==> src/hdl/assert_macros.svh <==
// Assertion macros shared by the lock-key command capture RTL.
`ifndef ASSERT_MACROS_SVH
`define ASSERT_MACROS_SVH

// Same-cycle implication, checked on every rising aclk edge out of reset.
`define ASSERT_SAME(label, ante, cons, msg) \
    label: assert property (@(posedge aclk) disable iff (!aresetn) (ante) |-> (cons)) \
        else $error(msg);

// Next-cycle implication, checked on every rising aclk edge out of reset.
`define ASSERT_NEXT(label, ante, cons, msg) \
    label: assert property (@(posedge aclk) disable iff (!aresetn) (ante) |=> (cons)) \
        else $error(msg);

`endif

==> src/hdl/lkc_pkg.sv <==
// Types and constants for the lock-key command capture block.
package lkc_pkg;

    // Command state as reported on the result channel.
    typedef enum logic [1:0] {
        MODE_WAIT  = 2'd0,
        MODE_READY = 2'd1,
        MODE_PIN   = 2'd2
    } mode_t;

    // Request kinds carried on the input channel; the spare kind is ignored.
    localparam logic [1:0] REQ_LED   = 2'd0;
    localparam logic [1:0] REQ_TICK  = 2'd1;
    localparam logic [1:0] REQ_CLEAR = 2'd2;
    localparam logic [1:0] REQ_SPARE = 2'd3;

    // Configuration register indexes.
    localparam int unsigned CFG_ADDR_W = 3;
    localparam logic [CFG_ADDR_W-1:0] CFG_IDLE_TIMEOUT    = 3'd0;
    localparam logic [CFG_ADDR_W-1:0] CFG_PIN_PRESS_TOTAL = 3'd1;
    localparam logic [CFG_ADDR_W-1:0] CFG_CAPS_TAG        = 3'd2;
    localparam logic [CFG_ADDR_W-1:0] CFG_NUM_TAG         = 3'd3;
    localparam logic [CFG_ADDR_W-1:0] CFG_SCROLL_TAG      = 3'd4;

    // Register reset values.
    localparam logic [7:0] IDLE_TIMEOUT_RST    = 8'd50;
    localparam logic [7:0] PIN_PRESS_TOTAL_RST = 8'd8;
    localparam logic [1:0] CAPS_TAG_RST        = 2'd1;
    localparam logic [1:0] NUM_TAG_RST         = 2'd2;
    localparam logic [1:0] SCROLL_TAG_RST      = 2'd3;

    // LED byte layout.
    localparam int unsigned LED_NUM_BIT    = 0;
    localparam int unsigned LED_CAPS_BIT   = 1;
    localparam int unsigned LED_SCROLL_BIT = 2;
    localparam logic [7:0]  LAST_LEDS_RST  = 8'hFF;

    // Configuration register file.
    typedef struct packed {
        logic [7:0] idle_timeout;
        logic [7:0] pin_press_total;
        logic [1:0] caps_tag;
        logic [1:0] num_tag;
        logic [1:0] scroll_tag;
    } lkc_cfg_t;

    // Capture state carried from one word to the next.
    typedef struct packed {
        logic [7:0]  last_leds;
        logic [15:0] key_sequence;
        logic [7:0]  press_count;
        logic [7:0]  press_count_seen;
        logic [7:0]  idle_ticks;
        mode_t       mode;
        logic        led_seen;
    } lkc_state_t;

    localparam lkc_state_t STATE_RST = '{
        last_leds:        LAST_LEDS_RST,
        key_sequence:     16'd0,
        press_count:      8'd0,
        press_count_seen: 8'd0,
        idle_ticks:       8'd0,
        mode:             MODE_WAIT,
        led_seen:         1'b0
    };

endpackage

==> src/hdl/lkc_step.sv <==
// Next-state logic for one request word of the lock-key command capture.
module lkc_step
    import lkc_pkg::*;
(
    input  lkc_state_t cur,
    input  lkc_cfg_t   cfg,
    input  logic [1:0] req_type,
    input  logic [7:0] led_bits,
    input  logic       pin_present,
    output lkc_state_t nxt
);

    logic [7:0] led_diff;
    logic       press;
    logic [1:0] press_code;
    logic [8:0] idle_inc;
    logic       idle_expired;

    // First changed lock bit wins, caps before num before scroll.
    assign led_diff = cur.last_leds ^ led_bits;
    assign press    = led_diff[LED_CAPS_BIT] | led_diff[LED_NUM_BIT] | led_diff[LED_SCROLL_BIT];

    always_comb begin
        if (led_diff[LED_CAPS_BIT]) begin
            press_code = cfg.caps_tag;
        end else if (led_diff[LED_NUM_BIT]) begin
            press_code = cfg.num_tag;
        end else begin
            press_code = cfg.scroll_tag;
        end
    end

    // The idle compare is done one bit wider so a timeout of 255 still fires.
    assign idle_inc     = {1'b0, cur.idle_ticks} + 9'd1;
    assign idle_expired = idle_inc > {1'b0, cfg.idle_timeout};

    // State update for the request kind.
    always_comb begin
        nxt = cur;
        case (req_type)
            REQ_LED: begin
                if (press) begin
                    nxt.key_sequence = {cur.key_sequence[13:0], press_code};
                    nxt.press_count  = cur.press_count + 8'd1;
                end
                nxt.last_leds = led_bits;
                nxt.led_seen  = 1'b1;
            end
            REQ_TICK: begin
                if (cur.press_count != 8'd0) begin
                    if (cur.mode != MODE_WAIT) begin
                        // Presses outside the wait state are dropped.
                        nxt.press_count = 8'd0;
                    end else if (cur.press_count == cur.press_count_seen) begin
                        if (idle_expired) begin
                            if (pin_present) begin
                                nxt.mode = MODE_READY;
                            end else if (cur.press_count == cfg.pin_press_total) begin
                                nxt.mode = MODE_PIN;
                            end
                            nxt.press_count      = 8'd0;
                            nxt.press_count_seen = 8'd0;
                            nxt.idle_ticks       = 8'd0;
                        end else begin
                            nxt.idle_ticks = idle_inc[7:0];
                        end
                    end else begin
                        // A new press restarts the idle timer.
                        nxt.idle_ticks       = 8'd0;
                        nxt.press_count_seen = cur.press_count;
                    end
                end
            end
            REQ_CLEAR: begin
                nxt.key_sequence = 16'd0;
                nxt.mode         = MODE_WAIT;
            end
            default: begin
                nxt = cur;
            end
        endcase
    end

endmodule

==> src/hdl/lock_key_command_capture.sv <==
// Top level of the lock-key command capture block.
//
//  Channel  Direction  Contents
//  s_       in         tuser[1:0] req_type; tdata[7:0] led_bits, [8] pin_present
//  m_       out        tdata[1:0] command_state, [17:2] command_sequence, [18] led_known
//  cfg_     in         write enable, 3-bit register index, 8-bit write data
//
// The capture state updates at the accepting edge and the result word is registered
// at the same edge, so one word per cycle is sustained while m_tready keeps up.
// The single output register sets the stall behavior: a new word is taken whenever
// the output register is empty or its word is being taken in the same cycle.
// Reset (aresetn low, synchronous) returns the configuration, the capture state and
// the result valid flag to their defaults; the result data register is not reset.
module lock_key_command_capture
    import lkc_pkg::*;
(
    input  logic                  aclk,
    input  logic                  aresetn,
    // Input channel
    input  logic                  s_tvalid,
    output logic                  s_tready,
    input  logic [15:0]           s_tdata,   // [7:0] led_bits, [8] pin_present, rest zero
    input  logic [1:0]            s_tuser,   // [1:0] req_type
    // Result channel
    output logic                  m_tvalid,
    input  logic                  m_tready,
    output logic [23:0]           m_tdata,   // [1:0] command_state, [17:2] command_sequence,
                                             // [18] led_known, rest zero
    // Configuration write port
    input  logic                  cfg_wr_en,
    input  logic [CFG_ADDR_W-1:0] cfg_addr,
    input  logic [7:0]            cfg_wdata
);

    `include "assert_macros.svh"

    lkc_cfg_t   cfg_reg;
    lkc_state_t st_reg;
    lkc_state_t st_next;
    logic       m_tvalid_reg;
    logic [23:0] m_tdata_reg;
    logic       s_accept;

    assign s_tready = !m_tvalid_reg || m_tready;
    assign s_accept = s_tvalid && s_tready;
    assign m_tvalid = m_tvalid_reg;
    assign m_tdata  = m_tdata_reg;

    // Configuration registers.
    always_ff @(posedge aclk) begin
        if (!aresetn) begin
            cfg_reg.idle_timeout    <= IDLE_TIMEOUT_RST;
            cfg_reg.pin_press_total <= PIN_PRESS_TOTAL_RST;
            cfg_reg.caps_tag        <= CAPS_TAG_RST;
            cfg_reg.num_tag         <= NUM_TAG_RST;
            cfg_reg.scroll_tag      <= SCROLL_TAG_RST;
        end else if (cfg_wr_en) begin
            case (cfg_addr)
                CFG_IDLE_TIMEOUT:    cfg_reg.idle_timeout    <= cfg_wdata;
                CFG_PIN_PRESS_TOTAL: cfg_reg.pin_press_total <= cfg_wdata;
                CFG_CAPS_TAG:        cfg_reg.caps_tag        <= cfg_wdata[1:0];
                CFG_NUM_TAG:         cfg_reg.num_tag         <= cfg_wdata[1:0];
                CFG_SCROLL_TAG:      cfg_reg.scroll_tag      <= cfg_wdata[1:0];
                default: ;
            endcase
        end
    end

    // Next capture state for the incoming word.
    lkc_step u_step (
        .cur         (st_reg),
        .cfg         (cfg_reg),
        .req_type    (s_tuser),
        .led_bits    (s_tdata[7:0]),
        .pin_present (s_tdata[8]),
        .nxt         (st_next)
    );

    // Capture state updates only on an accepted word.
    always_ff @(posedge aclk) begin
        if (!aresetn) begin
            st_reg <= STATE_RST;
        end else if (s_accept) begin
            st_reg <= st_next;
        end
    end

    // Output register valid flag.
    always_ff @(posedge aclk) begin
        if (!aresetn) begin
            m_tvalid_reg <= 1'b0;
        end else if (s_accept) begin
            m_tvalid_reg <= 1'b1;
        end else if (m_tready) begin
            m_tvalid_reg <= 1'b0;
        end
    end

    // Result word reflects the state after the update.
    always_ff @(posedge aclk) begin
        if (s_accept) begin
            m_tdata_reg <= {5'd0, st_next.led_seen, st_next.key_sequence, st_next.mode};
        end
    end

    `ASSERT_NEXT(a_accept_loads_result, s_accept, m_tvalid_reg,
        "accepted word did not produce a result")
    `ASSERT_NEXT(a_result_matches_mode, s_accept, m_tdata_reg[1:0] == st_reg.mode,
        "result state differs from stored mode")
    `ASSERT_NEXT(a_led_seen_sticky, st_reg.led_seen, st_reg.led_seen,
        "LED-known flag dropped without reset")
    `ASSERT_NEXT(a_mode_leaves_wait_on_tick,
        (st_reg.mode == MODE_WAIT) && !(s_accept && (s_tuser == REQ_TICK)),
        st_reg.mode == MODE_WAIT,
        "mode left wait state without a tick")
    `ASSERT_SAME(a_no_accept_when_full, m_tvalid_reg && !m_tready, !s_tready,
        "input taken while result word is stalled")

endmodule
==> config.mk <==
export PLATFORM = sky130hd
export DESIGN_NAME = lock_key_command_capture
export DESIGN_NICKNAME = d
export VERILOG_FILES = /design/src/hdl/lkc_pkg.sv /design/src/hdl/lkc_step.sv /design/src/hdl/lock_key_command_capture.sv
export VERILOG_INCLUDE_DIRS = /design/src /design/src/hdl
export SDC_FILE = /design/constraint.sdc
export NUM_CORES = 1
export LEC_CHECK = 0
export BUFFER_PORTS_ARGS = -buffer_cell sky130_fd_sc_hd__buf_4
export CORE_MARGIN = 1
export CORE_UTILIZATION = 59
export CTS_BUF_LIST = sky130_fd_sc_hd__clkbuf_2
export CTS_CLUSTER_SIZE = 20
export DETAILED_ROUTE_END_ITERATION = 10
export PLACE_DENSITY_LB_ADDON = 0.2
export REMOVE_ABC_BUFFERS = 1
export SYNTH_ARGS = -nofsm -noshare
export SYNTH_HDL_FRONTEND = slang
export SYNTH_SLANG_ARGS = --single-unit
==> constraint.sdc <==
create_clock -name aclk -period 3.91 [get_ports aclk]
set_input_delay 0 -clock aclk [delete_from_list [all_inputs] [get_ports aclk]]
set_output_delay 0 -clock aclk [all_outputs]
set_load 0.01 [all_outputs]
==> results of run 1 <==
power groups by stage:
stage / sequential (mW) / combinational (mW) / clock [mW]
2_1_floorplan: 1.01 / 0.107 / 0
3_3_place_gp: 1.01 / 0.190 / 0
3_5_place_dp: 1.01 / 0.196 / 0
4_1_cts: 0.990 / 0.218 / 0.476
5_1_grt: 0.995 / 0.241 / 0.508
6_report: 0.990 / 0.220 / 0.477
stage by stage:
stage	area (um^2)	instances	power [mW]	setup slack (ns)	hold slack [ns]
after CTS	5070	612	1.68	0.793	0.0982
final	5070	612	1.69	0.690	0.117
after global routing	5070	612	1.74	0.455	0.164
after floorplan	4180	424	1.12	1.10	0.0619
after detailed placement	4630	564	1.20	0.843	0.241
after global placement	4630	564	1.20	0.898	0.237
cells in the final DEF (no fill, tap or decap), types with 5 or more instances in the layout:
cell,netlist,routed
sky130_fd_sc_hd__nor3_1,5,5
sky130_fd_sc_hd__o21ai_0,25,25
sky130_fd_sc_hd__nand3_1,8,8
sky130_fd_sc_hd__a21oi_1,11,11
sky130_fd_sc_hd__nor4_1,8,8
sky130_fd_sc_hd__edfxtp_1,19,19
sky130_fd_sc_hd__o21ba_2,14,14
sky130_fd_sc_hd__a22o_1,22,22
sky130_fd_sc_hd__inv_1,21,21
sky130_fd_sc_hd__nor2_1,24,24
sky130_fd_sc_hd__dlygate4sd3_1,0,32
sky130_fd_sc_hd__dfxtp_1,69,69
sky130_fd_sc_hd__xnor2_1,15,15
sky130_fd_sc_hd__xor2_1,20,20
sky130_fd_sc_hd__buf_4,8,44
sky130_fd_sc_hd__nand2_1,58,58
sky130_fd_sc_hd__mux2i_1,12,12
sky130_fd_sc_hd__a211oi_1,5,5
sky130_fd_sc_hd__a21boi_0,15,15
sky130_fd_sc_hd__conb_1,1,5
sky130_fd_sc_hd__clkbuf_2,0,10
sky130_fd_sc_hd__ha_1,14,14
cell type report:
class | instances | area [um^2]
timing repair buffer | 76 | 651
clock buffer | 10 | 50.0
inverter | 21 | 78.8
clock inverter | 6 | 68.8
sequential | 88 | 1950
multi-input combinational | 315 | 2150
fill | 541 | 1840
tap | 96 | 120
critical path, stage by stage (launching register included):
cell and delay, ns:
sky130_fd_sc_hd__dfxtp_1 0.50, sky130_fd_sc_hd__nand3_1 0.18, sky130_fd_sc_hd__or2_2 0.37, sky130_fd_sc_hd__nor2_1 0.14, sky130_fd_sc_hd__xor2_1 0.18, sky130_fd_sc_hd__ha_1 0.28
sky130_fd_sc_hd__a21oi_1 0.15, sky130_fd_sc_hd__nand2_1 0.07, sky130_fd_sc_hd__a211oi_1 0.64, sky130_fd_sc_hd__o31ai_1 0.39, sky130_fd_sc_hd__a41oi_1 0.28
layer usage:
metal / GRT usage / share of wire / vias to the layer above
met4: 0.0984 / 0.018 / 0
met3: 0.0351 / 0.038 / 18
met2: 0.438 / 0.49 / 98
met5: 0 / 0 / -
met1: 0.339 / 0.46 / 1647
li1: - / - / 1720
cells by family after synthesis:
kind of cell / Yosys count
and+or+nand+nor: 132
DFF: 88
other: 1
xor gates and xnor gates: 35
adders and majority gates: 14
buffers and inverters: 48
muxes: 12
AOI/OAI and AO/OA: 117
path summary, 6_finish.rpt:
check | startpoint | to | slack (ns) | cells past startpoint
setup / recovery | st_reg[5] | st_reg[24] | 0.69 | 10
hold / removal | s_tuser[1] | m_tdata[0] | 0.12 | 6
setup reg to reg | st_reg[5] | st_reg[24] | 0.69 | 10
hold reg to reg | st_reg[0] | st_reg[0] | 0.48 | 2
what timing repair did:
item,in CTS,in global routing
hold buffers,32,0
resized for setup,0,0
endpoints found under the hold margin,46,0
==> impl_metrics.env, run 1 <==
export IMPL_grt_pass1_wl_um=15500
export IMPL_clk_latency_ns=0.56
export IMPL_clock_tree_root_cell="sky130_fd_sc_hd__clkbuf_2"
export IMPL_grt_overflow=0
export IMPL_synth_edff_count=19
export IMPL_setup_worst_path_class="flop to flop"
export IMPL_cts_htree_levels=3
export IMPL_hold_path_class="primary input to flop"
export IMPL_antenna_cells=0
export IMPL_ios=60
export IMPL_cts_num_sinks=88
export IMPL_worst_ep_arrival_time_ns=3.71
export IMPL_run_status="finished clean"
export IMPL_synth_commonest_cells="sky130_fd_sc_hd__dfxtp_1 (69), sky130_fd_sc_hd__nand2_1 (58), sky130_fd_sc_hd__o21ai_0 (25)"
export IMPL_grt_max_degree=58
export IMPL_antenna_violations_before_repair=0
export IMPL_num_nets_final=559
export IMPL_compound_cell_area_share_of_the_yosys_netlist=0.205
export IMPL_wl_um=9210
export IMPL_synthesis_instances=447
export IMPL_xor_xnor_share_of_the_synthesized_area=0.0713
export IMPL_tns_ns=0
export IMPL_comb_power_share=0.131
export IMPL_post_synth_num_cell_types=51
export IMPL_routed_via_count=3483
export IMPL_num_rows=30
export IMPL_crit_path_time_final_ns=3.22
export IMPL_detail_route_antenna_nets=0
export IMPL_max_freq_mhz=311
export IMPL_p_int_mw=1.23
export IMPL_final_max_slew_violation_count=0
export IMPL_postSynthAreaPerCell_um2=9.62
export IMPL_hpwl_um=6110
export IMPL_p_clk_frac=0.283
export IMPL_power_ir_vdd_worst_uv=217
export IMPL_coreArea_mm2=0.00691
export IMPL_tritoncts_clock_tree="built"
export IMPL_postSynth_asyncResetShare=0
export IMPL_die_w_um=87.4
export IMPL_portion_of_the_clock_cycle_consumed_by_the_worst_path_in_the_final_layout=0.824
export IMPL_muxShareOfSynthArea=0.0279
export IMPL_yosys_area_share_simple=0.150
export IMPL_post_synth_top_count_cell="sky130_fd_sc_hd__dfxtp_1"
export IMPL_seq_pwr_share=0.587
export IMPL_timing_critical_path_from_type="flop"
export IMPL_net_switching_component_of_the_power_mw=0.459
export IMPL_crit_path_end_kind="flop"
export IMPL_power_switching_share=0.272
export IMPL_synth_top_area_frac=0.321
export IMPL_ys_ff_latch=88
export IMPL_timing_critical_path_required_ns=4.40
export IMPL_clk_transition_reported_paths_ns=0.24
export IMPL_grt_pass1_vias=3318
export IMPL_power_leakage_nw=2.06
export IMPL_dieHeight_um=87.4
export IMPL_detail_route_wl_per_cell_um=15.0
export IMPL_synth_adder_area_share=0.0407
export IMPL_ys_dominant_reg_cell="sky130_fd_sc_hd__dfxtp_1"
export IMPL_report_final_hold_viol_count=0
export IMPL_numPortBuffers=42
export IMPL_core_utilization_of_the_finished_layout=0.734
export IMPL_library_cell_with_the_largest_summed_area_after_synthesis="sky130_fd_sc_hd__dfxtp_1"
export IMPL_grt_setup_unrepaired="no"
export IMPL_maxCapViolations=0
export IMPL_largest_family_of_logic_cells_by_synthesized_area="compound AO/OA/AOI/OAI gates"
export IMPL_drtIter0Drc=213
export IMPL_all_layer_global_routing_usage=0.260
export IMPL_tritoncts_num_buffers=9
export IMPL_critPathMaxFanout=7
export IMPL_finClkSkew_ns=0.0313
export IMPL_initial_core_util=0.622
export IMPL_max_reg_flops=46
export IMPL_layout_overhead_on_the_synthesized_area_pct=17.9
export IMPL_fraction_of_layout_cells_with_a_size_suffix_above_1=0.169
export IMPL_post_cts_repair_timing_setup_buffer_count=0
export IMPL_tightestPinTransition_ns=0.894
export IMPL_gp_congestion=0.859
export IMPL_route_detailed_drc=0
export IMPL_power_density_mw_per_mm2=333
export IMPL_max_slew_margin=0.399
export IMPL_drt_pre_antenna_iters=5
export IMPL_timing_final_setup_violations=0
export IMPL_synth_area_leaders="sky130_fd_sc_hd__dfxtp_1 (32%), sky130_fd_sc_hd__edfxtp_1 (13%), sky130_fd_sc_hd__nand2_1 (5.1%), sky130_fd_sc_hd__a22o_1 (4.5%), sky130_fd_sc_hd__ha_1 (4.1%)"
export IMPL_fp_dieArea_mm2=0.00763
export IMPL_synth_yosys_seq_area_share=0.454
export IMPL_synth_area_mm2=0.00430
export IMPL_cts_path_max_buffers=2
export IMPL_yosys_warnings=0
export IMPL_vias_per_cell=5.69
Note: power is estimated with default switching activity, not from simulation.
==> inputs of run 2 (changes only) <==
Settings changed: CORE_UTILIZATION 59 to 54.
Clock period 3.91 ns to 2.9 ns, I/O delays scaled along.
==> run 2 against run 1 <==
Global-route usage is 2.7 points lower. Wire length down 0.70%. Critical path depth unchanged. Non-clock buffer count increased by 15. Fmax rose by 15%. Clock-buffer cell count did not move. Total power up 35%. Combinational power grew 37%. Largest power group unchanged.
==> impl_metrics.env, run 2 (synthesis results as in run 1) <==
export IMPL_p_clk_frac=0.283
export IMPL_max_slew_margin=0.387
export IMPL_grt_max_degree=58
export IMPL_final_max_slew_violation_count=0
export IMPL_comb_power_share=0.132
export IMPL_cts_num_sinks=88
export IMPL_vias_per_cell=5.55
export IMPL_tritoncts_clock_tree="built"
export IMPL_final_area_mm2=0.00522
export IMPL_cp_cell_sequence="nand3_1, or2_4, nor2_1, xor2_1, ha_1, and3_1, o2111a_1, or3b_1, or4_1, a21oi_1"
export IMPL_routed_via_count=3514
export IMPL_route_detailed_drc=0
export IMPL_maxCapViolations=0
export IMPL_tightestPinTransition_ns=0.919
export IMPL_num_rows=32
export IMPL_num_nets_final=574
export IMPL_hpwl_um=6110
export IMPL_worst_ep_arrival_time_ns=3.20
export IMPL_detail_route_wl_per_cell_um=14.4
export IMPL_numPlacedInstances=582
export IMPL_hold_path_class="primary input to flop"
export IMPL_critPathMaxFanout=4
export IMPL_timing_hold_worst_endpoint="cfg_reg[2]"
export IMPL_die_w_um=91.2
export IMPL_hold_path_cell_count=5
export IMPL_crit_path_time_final_ns=2.80
export IMPL_instances_no_fill=633
export IMPL_antenna_cells=0
export IMPL_timing_final_setup_violations=0
export IMPL_gp_congestion=0.843
export IMPL_endpoint_of_the_lowest_slack_register_to_register_path="m_tdata[0]"
export IMPL_fp_dieArea_mm2=0.00832
export IMPL_setup_worst_path_class="flop to flop"
export IMPL_drt_pre_antenna_iters=4
export IMPL_dieHeight_um=91.2
export IMPL_portion_of_the_clock_cycle_consumed_by_the_worst_path_in_the_final_layout=0.965
export IMPL_timing_critical_path_required_ns=3.30
export IMPL_report_final_hold_viol_count=0
export IMPL_all_layer_global_routing_usage=0.232
export IMPL_layout_overhead_on_the_synthesized_area_pct=21.4
export IMPL_clk_transition_reported_paths_ns=0.25
export IMPL_grt_pass1_vias=3418
export IMPL_drtIter0Drc=178
export IMPL_net_switching_component_of_the_power_mw=0.616
export IMPL_power_density_mw_per_mm2=436
export IMPL_detail_route_antenna_nets=0
export IMPL_run_status="finished clean"
export IMPL_core_utilization_of_the_finished_layout=0.676
export IMPL_coreArea_mm2=0.00773
export IMPL_tritoncts_num_buffers=9
export IMPL_post_cts_repair_timing_setup_buffer_count=0
export IMPL_numPortBuffers=42
export IMPL_power_ir_vdd_worst_uv=238
export IMPL_power_mw=2.28
export IMPL_worstRegToRegCells=10
export IMPL_clk_latency_ns=0.53
export IMPL_ios=60
export IMPL_crit_path_top_delay_cell="sky130_fd_sc_hd__dfxtp_2"
export IMPL_p_int_mw=1.66
export IMPL_clock_tree_root_cell="sky130_fd_sc_hd__clkbuf_2"
export IMPL_max_reg_flops=46
export IMPL_fraction_of_layout_cells_with_a_size_suffix_above_1=0.192
export IMPL_crit_path_end_kind="flop"
export IMPL_power_switching_share=0.270
export IMPL_grt_overflow=0
export IMPL_finClkSkew_ns=0.0269
export IMPL_timing_critical_path_slowest_cell_delay_ns=0.43
export IMPL_max_freq_mhz=357
export IMPL_layout_commonest_cell="sky130_fd_sc_hd__dfxtp_1"
export IMPL_seq_pwr_share=0.585
export IMPL_dpl_cell_area_mm2=0.00473
export IMPL_grt_pass1_wl_um=15500
export IMPL_cts_htree_levels=3
export IMPL_antenna_violations_before_repair=0
export IMPL_cts_path_max_buffers=2
export IMPL_power_leakage_nw=2.14
export IMPL_timing_critical_path_from_type="flop"
export IMPL_timing_rr_start="st_reg[3]"
export IMPL_reg2reg_setup_slack_ns=0.10
export IMPL_wl_um=9140
export IMPL_final_cell_mix="sky130_fd_sc_hd__dfxtp_1 (67), sky130_fd_sc_hd__nand2_1 (58), sky130_fd_sc_hd__buf_4 (56)"
export IMPL_initial_core_util=0.556
export IMPL_worstHoldStart="cfg_wr_en"
## run 2: cell count changes in the layout (fill, tap and decap cells not counted), sizes merged
cell         previous run  this run
buf                    44        56
clkinvlp                1         0
dlygate4sd3            32        35
inv                    22        23
## run 2: worst max path at each step
stage | start | to
after floorplan | st_reg[5] | m_tdata[0]
after global placement | st_reg[3] | m_tdata[0]
after detailed placement | st_reg[3] | m_tdata[0]
after CTS | st_reg[3] | m_tdata[0]
after global routing | st_reg[3] | m_tdata[0]
final | st_reg[3] | m_tdata[0]
## run 2: cell type report
cell class / instances / area, um^2
Timing Repair Buffer: 91 / 771
Inverter: 21 / 78.8
Sequential cell: 88 / 1950
Tap cell: 102 / 128
Fill cell: 610 / 2510
Clock buffer: 10 / 50.0
Clock inverter: 6 / 66.3
Multi-Input combinational cell: 315 / 2170
## run 2: per-layer routing
layer  GRT usage  vias to the layer above  part of all wire
li1            -                     1745                 -
met1       0.303                     1667              0.48
met2       0.377                       84              0.47
met3      0.0335                       18             0.035
met4       0.115                        0             0.023
met5           0                        -                 0
## run 2: worst max-delay path: cells and delay by family, from the launching register on
family	cells	cell delay, ns
simple gates	6	1.48
flops	1	0.43
compound gates	2	0.34
fa+ha+maj	1	0.27
xor+xnor	1	0.16
## run 2: per-stage QoR
stage	hold WS [ns]	setup TNS (ns)	worst slack [ns]
3_3_place_gp	0.243	0	0.114
2_1_floorplan	0.0619	0	0.0932
6_report	0.0752	0	0.102
4_1_cts	0.0427	0	0.0117
5_1_grt	0.0957	-0.00403	-0.00403
3_5_place_dp	0.251	0	0.0701
## run 2: power groups by stage
stage	Sequential [mW]	Clock (mW)	Combinational, mW
2_1_floorplan	1.36	0	0.144
3_3_place_gp	1.35	0	0.263
3_5_place_dp	1.36	0	0.269
4_1_cts	1.33	0.654	0.298
5_1_grt	1.34	0.708	0.328
6_report	1.33	0.644	0.301
## run 2: repair_timing
item / CTS / global route
setup endpoints to repair: 0 / 17
hold endpoints to repair: 45 / 0
resized for setup: 0 / 6
hold buffers: 35 / 0
